File: src/rtl/core/lss_pkg.sv
// Shared types and codes for the byte stack with search.
// Used by the controller, the datapath and the top level; depends on nothing.
package lss_pkg;

   // Request operation codes
   localparam logic [1:0] OP_PUSH   = 2'd0;
   localparam logic [1:0] OP_POP    = 2'd1;
   localparam logic [1:0] OP_SEARCH = 2'd2;

   // Response status codes
   localparam logic [1:0] ST_OK        = 2'd0;
   localparam logic [1:0] ST_EMPTY     = 2'd1;
   localparam logic [1:0] ST_NOT_FOUND = 2'd2;
   localparam logic [1:0] ST_FULL      = 2'd3;

   typedef struct packed {
      logic [1:0] operation;
      logic [7:0] value;
   } req_type;

   typedef struct packed {
      logic [1:0] status;
      logic [7:0] popped_value;
      logic [4:0] position;
      logic [4:0] entry_count;
   } rsp_type;

   // Which response the datapath stages this cycle
   typedef enum logic [2:0] {
      RES_NONE,
      RES_PUSH_OK,
      RES_FULL,
      RES_EMPTY,
      RES_POP,
      RES_HIT,
      RES_MISS,
      RES_NOP
   } res_sel_type;

   // Controller to datapath
   typedef struct packed {
      logic        load;
      logic        push;
      logic        pop;
      logic        srch_start;
      logic        srch_step;
      res_sel_type res_sel;
      logic        emit;
   } dp_cmd_type;

   // Datapath to controller
   typedef struct packed {
      logic [1:0] op;
      logic       empty;
      logic       full;
      logic       match;
      logic       last;
      logic       out_free;
   } dp_sts_type;

endpackage

File: src/rtl/core/lss_ram.sv
// Generic single-write, single-read RAM with registered read data.
// Stand-alone; no package needed.
module lss_ram #(
   parameter int WIDTH = 8,
   parameter int DEPTH = 16
) (
   input  logic                     clock,
   input  logic                     wr_en,
   input  logic [$clog2(DEPTH)-1:0] wr_addr,
   input  logic [WIDTH-1:0]         wr_data,
   input  logic [$clog2(DEPTH)-1:0] rd_addr,
   output logic [WIDTH-1:0]         rd_data
);

   logic [WIDTH-1:0] mem_ff [DEPTH];
   logic [WIDTH-1:0] rd_data_ff;

   // Write port, then registered read
   always_ff @(posedge clock) begin
      if (wr_en) begin
         mem_ff[wr_addr] <= wr_data;
      end
      rd_data_ff <= mem_ff[rd_addr];
   end

   assign rd_data = rd_data_ff;

endmodule

File: src/rtl/core/lss_ctrl.sv
// Sequencer for the byte stack: accepts one request, steps the datapath
// through push, pop or search, and hands the result to the output register.
// Depends on lss_pkg.
module lss_ctrl (
   input  logic               clock,
   input  logic               reset,
   input  logic               req_valid,
   output logic               req_stall,
   input  lss_pkg::dp_sts_type sts,
   output lss_pkg::dp_cmd_type cmd
);

   typedef enum logic [4:0] {
      S_IDLE  = 5'b00001,
      S_EXEC  = 5'b00010,
      S_POPRD = 5'b00100,
      S_SRCH  = 5'b01000,
      S_EMIT  = 5'b10000
   } state_type;

   state_type state_ff, state_in;

   // Next state and datapath commands
   always_comb begin
      state_in       = state_ff;
      cmd            = '0;
      cmd.res_sel    = lss_pkg::RES_NONE;
      req_stall      = 1'b1;
      unique case (state_ff)
         S_IDLE: begin
            req_stall = 1'b0;
            cmd.load  = req_valid;
            if (req_valid) begin
               state_in = S_EXEC;
            end
         end
         S_EXEC: begin
            state_in = S_EMIT;
            unique case (sts.op)
               lss_pkg::OP_PUSH: begin
                  if (sts.full) begin
                     cmd.res_sel = lss_pkg::RES_FULL;
                  end else begin
                     cmd.push    = 1'b1;
                     cmd.res_sel = lss_pkg::RES_PUSH_OK;
                  end
               end
               lss_pkg::OP_POP: begin
                  if (sts.empty) begin
                     cmd.res_sel = lss_pkg::RES_EMPTY;
                  end else begin
                     cmd.pop  = 1'b1;
                     state_in = S_POPRD;
                  end
               end
               lss_pkg::OP_SEARCH: begin
                  if (sts.empty) begin
                     cmd.res_sel = lss_pkg::RES_MISS;
                  end else begin
                     cmd.srch_start = 1'b1;
                     state_in       = S_SRCH;
                  end
               end
               default: begin
                  cmd.res_sel = lss_pkg::RES_NOP;
               end
            endcase
         end
         S_POPRD: begin
            cmd.res_sel = lss_pkg::RES_POP;
            state_in    = S_EMIT;
         end
         S_SRCH: begin
            // compare one entry per cycle, top down
            priority if (sts.match) begin
               cmd.res_sel = lss_pkg::RES_HIT;
               state_in    = S_EMIT;
            end else if (sts.last) begin
               cmd.res_sel = lss_pkg::RES_MISS;
               state_in    = S_EMIT;
            end else begin
               cmd.srch_step = 1'b1;
            end
         end
         S_EMIT: begin
            if (sts.out_free) begin
               cmd.emit = 1'b1;
               state_in = S_IDLE;
            end
         end
         default: begin
            state_in = S_IDLE;
         end
      endcase
   end

   always_ff @(posedge clock) begin
      if (reset) begin
         state_ff <= S_IDLE;
      end else begin
         state_ff <= state_in;
      end
   end

endmodule

File: src/rtl/core/lss_dp.sv
// Datapath of the byte stack: request latch, occupancy and search counters,
// entry RAM, comparator, staged result and output register.
// Depends on lss_pkg and lss_ram.
module lss_dp #(
   parameter int DEPTH = 16
) (
   input  logic                clock,
   input  logic                reset,
   input  lss_pkg::req_type    req_payload,
   input  lss_pkg::dp_cmd_type cmd,
   output lss_pkg::dp_sts_type sts,
   output logic                rsp_valid,
   input  logic                rsp_stall,
   output lss_pkg::rsp_type    rsp_payload
);

   localparam int AW = $clog2(DEPTH);
   localparam int CW = $clog2(DEPTH + 1);

   logic [1:0]       op_ff;
   logic [7:0]       val_ff;
   logic [CW-1:0]    occ_ff, occ_in, occ_dec;
   logic [AW-1:0]    addr_ff, addr_in, top_addr, rd_addr;
   logic [CW-1:0]    d_ff, d_in;
   logic [7:0]       rd_data;
   lss_pkg::rsp_type res_ff, res_in;
   lss_pkg::rsp_type rsp_ff;
   logic             rsp_valid_ff, rsp_valid_in;

   assign occ_dec  = occ_ff - CW'(1);
   assign top_addr = occ_dec[AW-1:0];

   // Count and search pointers
   always_comb begin
      priority if (cmd.push) begin
         occ_in = occ_ff + CW'(1);
      end else if (cmd.pop) begin
         occ_in = occ_dec;
      end else begin
         occ_in = occ_ff;
      end

      priority if (cmd.srch_start) begin
         addr_in = top_addr;
         d_in    = CW'(1);
      end else if (cmd.srch_step) begin
         addr_in = addr_ff - AW'(1);
         d_in    = d_ff + CW'(1);
      end else begin
         addr_in = addr_ff;
         d_in    = d_ff;
      end

      priority if (cmd.pop) begin
         rd_addr = top_addr;
      end else begin
         rd_addr = addr_in;
      end
   end

   lss_ram #(
      .WIDTH (8),
      .DEPTH (DEPTH)
   ) u_ram (
      .clock   (clock),
      .wr_en   (cmd.push),
      .wr_addr (occ_ff[AW-1:0]),
      .wr_data (val_ff),
      .rd_addr (rd_addr),
      .rd_data (rd_data)
   );

   // Stage the response chosen by the controller
   always_comb begin
      res_in             = res_ff;
      res_in.entry_count = 5'(occ_in);
      res_in.popped_value = '0;
      res_in.position    = '0;
      unique case (cmd.res_sel)
         lss_pkg::RES_PUSH_OK: res_in.status = lss_pkg::ST_OK;
         lss_pkg::RES_FULL:    res_in.status = lss_pkg::ST_FULL;
         lss_pkg::RES_EMPTY:   res_in.status = lss_pkg::ST_EMPTY;
         lss_pkg::RES_POP: begin
            res_in.status       = lss_pkg::ST_OK;
            res_in.popped_value = rd_data;
         end
         lss_pkg::RES_HIT: begin
            res_in.status   = lss_pkg::ST_OK;
            res_in.position = 5'(d_ff);
         end
         lss_pkg::RES_MISS:    res_in.status = lss_pkg::ST_NOT_FOUND;
         lss_pkg::RES_NOP:     res_in.status = lss_pkg::ST_OK;
         default:              res_in        = res_ff;
      endcase
   end

   // Output register: load on emit, drop when taken
   always_comb begin
      priority if (cmd.emit) begin
         rsp_valid_in = 1'b1;
      end else begin
         rsp_valid_in = rsp_valid_ff && rsp_stall;
      end
   end

   always_ff @(posedge clock) begin
      if (reset) begin
         occ_ff       <= '0;
         rsp_valid_ff <= 1'b0;
      end else begin
         occ_ff       <= occ_in;
         rsp_valid_ff <= rsp_valid_in;
      end
   end

   always_ff @(posedge clock) begin
      if (cmd.load) begin
         op_ff  <= req_payload.operation;
         val_ff <= req_payload.value;
      end
      addr_ff <= addr_in;
      d_ff    <= d_in;
      res_ff  <= res_in;
      if (cmd.emit) begin
         rsp_ff <= res_ff;
      end
   end

   // Status back to the controller
   assign sts.op       = op_ff;
   assign sts.empty    = (occ_ff == '0);
   assign sts.full     = (occ_ff == CW'(DEPTH));
   assign sts.match    = (rd_data == val_ff);
   assign sts.last     = (d_ff == occ_ff);
   assign sts.out_free = !rsp_valid_ff || !rsp_stall;

   assign rsp_valid   = rsp_valid_ff;
   assign rsp_payload = rsp_ff;

endmodule

File: src/rtl/core/lifo_stack_with_search_top.sv
// Bounded LIFO stack of bytes, DEPTH entries deep, with push, pop and a
// non-destructive search that reports the 1-based depth of the first match
// from the top. One request is handled at a time. Push, full push and the
// unused code pass through an execute and an emit state; pop adds a read
// state, and a search steps down until a match or the last entry: the
// entries sit in a RAM with one registered read port, so one entry is
// compared per cycle. A search on an empty stack is a miss without a RAM
// read. The result waits in an output register, so a new request can be
// accepted while the previous result is still stalled. Every result reports
// the entry count after the operation; position and entry_count keep their
// low 5 bits when DEPTH exceeds 31. Depends on lss_pkg, lss_ctrl, lss_dp.
module lifo_stack_with_search_top #(
   parameter int DEPTH = 16
) (
   input  logic             clock,
   input  logic             reset,
   input  logic             req_valid,
   output logic             req_stall,
   input  lss_pkg::req_type req_payload,
   output logic             rsp_valid,
   input  logic             rsp_stall,
   output lss_pkg::rsp_type rsp_payload
);

   lss_pkg::dp_cmd_type cmd;
   lss_pkg::dp_sts_type sts;

   lss_ctrl u_ctrl (
      .clock     (clock),
      .reset     (reset),
      .req_valid (req_valid),
      .req_stall (req_stall),
      .sts       (sts),
      .cmd       (cmd)
   );

   lss_dp #(
      .DEPTH (DEPTH)
   ) u_dp (
      .clock       (clock),
      .reset       (reset),
      .req_payload (req_payload),
      .cmd         (cmd),
      .sts         (sts),
      .rsp_valid   (rsp_valid),
      .rsp_stall   (rsp_stall),
      .rsp_payload (rsp_payload)
   );

`ifndef SYNTH
   // Busy right after a request is taken
   a_busy_after_req: assert property (@(posedge clock) disable iff (reset)
      (req_valid && !req_stall) |=> req_stall)
      else $error("request accepted while a previous one was in flight");

   // Empty pop leaves nothing behind
   a_empty_pop: assert property (@(posedge clock) disable iff (reset)
      (rsp_valid && rsp_payload.status == lss_pkg::ST_EMPTY) |->
      (rsp_payload.entry_count == '0 && rsp_payload.popped_value == '0))
      else $error("empty pop reported data or entries");

   // A position comes only from a successful search
   a_position_ok: assert property (@(posedge clock) disable iff (reset)
      (rsp_valid && rsp_payload.position != '0) |->
      (rsp_payload.status == lss_pkg::ST_OK && rsp_payload.popped_value == '0))
      else $error("position reported outside a successful search");
`endif

endmodule
File: config.mk
export PLATFORM = sky130hd
export DESIGN_NAME = lifo_stack_with_search_top
export DESIGN_NICKNAME = d
export VERILOG_FILES = /design/src/rtl/core/lss_pkg.sv /design/src/rtl/core/lss_ram.sv /design/src/rtl/core/lss_ctrl.sv /design/src/rtl/core/lss_dp.sv /design/src/rtl/core/lifo_stack_with_search_top.sv
export SDC_FILE = /design/constraint.sdc
export NUM_CORES = 1
export LEC_CHECK = 0
export BUFFER_PORTS_ARGS = -buffer_cell sky130_fd_sc_hd__buf_4
export CORE_ASPECT_RATIO = 0.7
export CORE_UTILIZATION = 55
export DETAILED_ROUTE_END_ITERATION = 6
export GPL_ROUTABILITY_DRIVEN = 0
export PLACE_DENSITY = 0.72
export SLEW_MARGIN = 20
export SYNTH_ARGS = -nofsm -noshare
export SYNTH_HDL_FRONTEND = slang
export SYNTH_SLANG_ARGS = --single-unit
export TNS_END_PERCENT = 30
File: constraint.sdc
create_clock -name clock -period 3.5 [get_ports clock]
set_input_delay 0.35 -clock clock [delete_from_list [all_inputs] [get_ports clock]]
set_output_delay 0.35 -clock clock [all_outputs]
set_load 0.05 [all_outputs]
==> results.cfg, run 1 <==
[synth]
ys_ff_latch = 206
synth_nets = 610
synthArstFlopShare_pct = 0
yosysMostFrequentCell = edfxtp_1
ys_seq_area_share_pct = 69.24
yosysTopAreaCell = edfxtp_1
syn_inst = 585
synth_ff_type = edfxtp_1
ys_top_cells_by_count = 178 x edfxtp_1, 53 x nand2_1, 49 x mux2i_1
synth_edf_count = 178
syn_area_um2 = 8529
ys_warn_count = 0
avgSynthCellArea_um2 = 14.58
ys_types = 61
synth_top_area_share_pct = 62.67
synth_area_leaders = edfxtp_1 63%, dfxtp_1 6.6%, mux2i_1 5.8%, nand2_1 2.3%, ha_1 1.6%

[grt]
overflow = 0
grt_pass1_vias = 4894
grt.total_usage_pct = 24.42
antenna_found_initial = 0
grt_max_degree = 31
grt_pass1_wl_um = 28590

[pwr]
powerDensity_nw_per_um2 = 583.8
p_leak_nw = 3.429
p_clk_share_pct = 39.9
p_seq_share_pct = 50.2
internal_power_mw = 4.444
netSwitchingFraction_pct = 23.10
p_sw_mw = 1.335
irDropWorstVdd_v = 0.0004840
combPwrFrac_pct = 9.9

[clock_tree]
numClockSinks = 206
numCtsBuffers = 20
cts_resized = 0
cts_setup_buffers = 0
clk_pin_slew_worst_paths_ns = 0.07
root_buffer = clkbuf_16
clk_latency_ns = 0.50
cts_hold_buf = 0
cts_tree = done
clock_path_buffers = 3
cts_max_level = 1

[route]
drc_errors = 0
dr.first_iter.drc_count = 636
ant_nets = 0
wl_um = 18840
drt-pass1-iter-count = 5
wl_per_cell_um = 21.93
vias = 5181
viasPerCell = 6.031

[sta]
hold_violations = 0
period_share_pct = 94.71
period_needed_ns = 3.315
finalClockSkew_ns = 0.01764
rsz0062_at_grt = false
fmax_ghz = 0.3017
finalMaxSlewViolations = 0
setup_viol = 0
relSlewSlack_pct = 47.03
worst_pin_slew_ns = 0.7916
hold_ws_ns = 0.03479
finalSetupTns_ns = 0

[placed_design]
dp_cells = 824
io_buffers = 35
dpl.hpwl_um = 13050
placed_cell_area_um2 = 9175

[min_path]
hold_class = primary input to flop

[final_layout]
area_growth_pct = 16.06
postLayoutCoreUtil_pct = 66.41
fin_area_um2 = 9899
seqCellArea_um2 = 5907
drive_above_1_share_pct = 18.07
diodes = 0
fin_nets = 676
final_cells = 859
fillers = 1075
multi_input_area_um2 = 2464

[floorplan]
die-area_um2 = 16020
pin_count = 36
fp.dieW_um = 150.8
core_area_um2 = 14910
die_h_um = 106.2
rows = 37
initial_core_util_pct = 57.22

[job]
maxCapViolCount = 0

[critical_path]
required_ns = 3.95
cp-end-kind = flop
critPathKind = flop to flop
cp.arrival_ns = 3.76
critPathMaxFanout = 15
worstSetupStartpointType = flop

[outcome]
status = complete, no violations
path summary, 6_finish.rpt:
| kind | from | end | slack [ns] | depth (start not counted) |
|---|---|---|---|---|
| worst max-delay path | u_dp.occ_ff[0] | u_dp.u_ram.rd_data[0] | 0.18 | 11 |
| worst min-delay path | req_payload[1] | u_dp.val_ff[1] | 0.03 | 1 |
| worst max register to register | u_dp.occ_ff[0] | u_dp.u_ram.rd_data[0] | 0.18 | 11 |
| worst min register to register | u_dp.res_ff[3] | u_dp.rsp_payload[3] | 0.42 | 0 |
cell type report:
class                   count  share of cell area, %
flip-flops and latches    206                  59.67
repair buffers             68                  5.283
multi-input cells         341                  24.89
inverters                  14                 0.5308
clock buffers              23                  5.169
well taps                 195                  2.465
clock inverters            12                  1.997
logic make-up after synthesis:
| group | Yosys count | synth area share (%) |
|---|---|---|
| xor gates and xnor gates | 25 | 2.567 |
| buffers and inverters | 38 | 2.215 |
| muxes | 50 | 5.882 |
| and+or+nand+nor | 175 | 10.75 |
| DFF | 206 | 69.24 |
| adders and majority gates | 11 | 1.614 |
| AOI/OAI and AO/OA | 80 | 7.731 |
per-layer routing:
metal | track usage (%) | wire (µm) | vias to the layer above
li1 | - | - | 2383
met1 | 39.10 | 8737 | 2521
met3 | 6.652 | 2052 | 35
met4 | 6.000 | 408 | 0
met5 | 0 | 0 | -
met2 | 32.60 | 7640 | 242
layout by cell type (no fill, tap or decap), drive strengths merged, types with 2 or more instances in the layout:
cell type  count
a2111oi        2
a211oi         3
a21oi         14
a221oi        15
a22o           7
a31oi          2
a32o           4
a32oi         14
a41oi          2
and2          10
and3          10
and4           3
buf           68
bufinv         5
clkbuf        23
clkinv         6
dfxtp         28
edfxtp       178
ha            11
inv           14
mux2i         49
nand2         53
nand2b         9
nand3          6
nand3b         4
nand4          5
nor2          36
nor2b          6
nor3          17
nor4           5
o2111ai        2
o21ai          4
o31a           3
or2            2
or3            3
xnor2         15
xor2          10
metrics by stage:
| stage | total power, mW | setup slack (ns) |
|---|---|---|
| after global routing | 5.937 | 0.09220 |
| after global placement | 3.490 | 0.2476 |
| final | 5.779 | 0.1850 |
| after floorplan | 3.295 | 0.7576 |
| after detailed placement | 3.518 | 0.09820 |
| after CTS | 5.798 | 0.08027 |
state kept, by name, indices dropped and copies added, names as in the netlist:
register	count
u_dp.d_ff	5
u_dp.op_ff	2
u_dp.u_ram.rd_data	8
u_ctrl.state_ff	5
u_dp.addr_ff	4
u_dp.occ_ff	5
u_dp.val_ff	8
u_dp.u_ram.mem_ff	128
u_dp.rsp_payload	20
u_dp.res_ff	20
u_dp.rsp_valid	1
power by group through the flow:
stage | Combinational, mW | Sequential [mW] | Clock (mW)
after floorplan | 0.296 | 3.00 | 0
after global placement | 0.544 | 2.95 | 0
after detailed placement | 0.566 | 2.95 | 0
after CTS | 0.568 | 2.90 | 2.33
after global routing | 0.621 | 2.91 | 2.41
final | 0.574 | 2.90 | 2.30
worst max-delay path, cell delays in order, from the launching register on:
cell and delay (ns):
dfxtp_2 0.37, inv_1 0.17, ha_1 0.25, or4b_1 0.60
nand4_1 0.19, nor2_1 0.07, a21oi_1 0.32, and2_1 0.32
buf_4 0.27, nand2_1 0.08, a32oi_1 0.39, a22o_1 0.20
Power figures use the tool's default switching activity.
==> inputs of run 2 (changes only) <==
HOLD_SLACK_MARGIN = 0.05   (was unset)
==> run 2 against run 1 <==
Net effect: final cell count is 1.2% higher; critical path depth did not move; critical path type unchanged; count of clock-buffer cells in the layout did not move; wire length rose by 2.4%; global-route usage up 0.40 points; non-clock buffer count rose by 10; largest cell class unchanged.
==> results.cfg, run 2 (synthesis results as in run 1) <==
[sta]
fmax_ghz = 0.3049
rsz0062_at_grt = false
hold_violations = 0
relSlewSlack_pct = 43.58
period_share_pct = 93.70
finalClockSkew_ns = 0.01574
hold_ws_ns = 0.1177
finalMaxSlewViolations = 0
worst_pin_slew_ns = 0.8431
finalSetupTns_ns = 0
setup_viol = 0
period_needed_ns = 3.280

[final_layout]
layout_common_cells = 178 x edfxtp_1, 67 x buf_4, 53 x nand2_1
area_growth_pct = 17.24
diodes = 0
drive_above_1_share_pct = 17.80
largest_reg_flops = 128
regMostFlops = u_dp.u_ram.mem_ff
final_common_cell = edfxtp_1
fin_nets = 686

[critical_path]
rrSetupSlack_ns = 0.22
cp-end-kind = flop
rr_endpoint = u_dp.u_ram.rd_data[0]
cp.arrival_ns = 3.72
crit_end = u_dp.u_ram.rd_data[0]
critPathMaxStageDelay_ns = 0.60
critPathMaxFanout = 15
worstSetupStartpointType = flop
crit-reg2reg-launch = u_dp.occ_ff[0]
required_ns = 3.94
crit_path_start = u_dp.occ_ff[0]
crit_slowest_cell = or4b_1
crit_chain = inv_1 > ha_1 > or4b_1 > nand4_1 > nor2_1 > a21oi_1 > and2_1 > buf_4 > nand2_1 > a32oi_1 > a22o_1
critPathKind = flop to flop
reg2reg_depth = 11

[floorplan]
fp.dieW_um = 150.8
pin_count = 36
die_h_um = 106.2
die-area_um2 = 16020
initial_core_util_pct = 57.22
rows = 37
core_area_um2 = 14910

[route]
ant_nets = 0
wl_um = 19290
drt-met1-wl_um = 8884
wl_met2_um = 8007
vias = 5246
drc_errors = 0
drt-pass1-iter-count = 5
met3_length_um = 2039
routed.top_layer = met4
dr.first_iter.drc_count = 609
wl_per_cell_um = 22.19
viasPerCell = 6.037

[grt]
grt_pass1_vias = 4969
overflow = 0
grt_max_degree = 31
grt_pass1_wl_um = 28990
grt.total_usage_pct = 24.82
antenna_found_initial = 0

[job]
maxCapViolCount = 0

[clock_tree]
numClockSinks = 206
clk_latency_ns = 0.50
cts_setup_buffers = 0
clk_pin_slew_worst_paths_ns = 0.07
cts_tree = done
cts_max_level = 1
root_buffer = clkbuf_16
numCtsBuffers = 20
clock_path_buffers = 3

[min_path]
hold_class = primary input to flop

[placed_design]
io_buffers = 35
dpl.hpwl_um = 13050

[pwr]
irDropWorstVdd_v = 0.0004587
powerDensity_nw_per_um2 = 579.6
p_leak_nw = 3.471
total_power_mw = 5.796

[outcome]
status = complete, no violations
-- run 2: cell count changes in the layout (fill, tap and decap cells not counted), sizes merged --
cell / change
dlygate4sd3: +10
-- run 2: how the worst min path moves through the flow --
stage / startpoint / endpoint / slack [ns] / cells after the start
finish: reset / u_dp.occ_ff[0] / 0.12 / 2
floorplan: u_dp.res_ff[0] / u_dp.rsp_payload[0] / 0.40 / 0
detailed placement: u_dp.res_ff[3] / u_dp.rsp_payload[3] / 0.41 / 0
global route: reset / u_dp.occ_ff[0] / 0.11 / 2
CTS: reset / u_dp.occ_ff[3] / 0.1 / 2
global placement: u_dp.res_ff[19] / u_dp.rsp_payload[19] / 0.41 / 0
-- run 2: power breakdown --
part	total, mW	internal, mW	switching (mW)
combinational	0.586	0.189	0.398
clock	2.31	1.42	0.886
sequential	2.90	2.84	0.0610
total	5.80	4.45	1.34
-- run 2: layer usage --
metal  global-route usage, %  vias up
met5                       0        -
met3                   6.609       30
li1                        -     2400
met4                   6.000        0
met2                   33.98      259
met1                   39.13     2557
-- run 2: worst max-delay path: cells and delay by family, from the launching register on --
family / cells / cell delay (ns)
AOI/OAI and AO/OA: 3 / 0.89
DFF: 1 / 0.37
adders and majority gates: 1 / 0.25
and+or+nand+nor: 5 / 1.26
buffers and inverters: 2 / 0.44
-- run 2: area by class of cell --
class | count | area [µm²]
tap | 195 | 244.0
fill | 1064 | 4907
inverter | 14 | 52.55
clock buffer | 23 | 511.7
sequential | 206 | 5907
multi-input combinational | 341 | 2464
clock inverter | 12 | 197.7
timing repair buffer | 78 | 623.1
-- run 2: repair_timing --
| item | in CTS | in global routing |
|---|---|---|
| endpoints found under the hold margin | 10 | 0 |
| setup endpoints to repair | 0 | 20 |
| resized for setup | 0 | 3 |
| hold buffers | 10 | 0 |
-- run 2: per-stage QoR --
step                std cells  cell area (µm²)  setup WS [ns]  utilization [%]
global placement          824             9175         0.2476            61.55
CTS                       869             9985        0.08027            66.98
detailed placement        824             9175        0.09820            61.55
global route              869            10000        0.09220            67.08
finish                    869            10000         0.2205            67.08
floorplan                 585             8529         0.7576                -
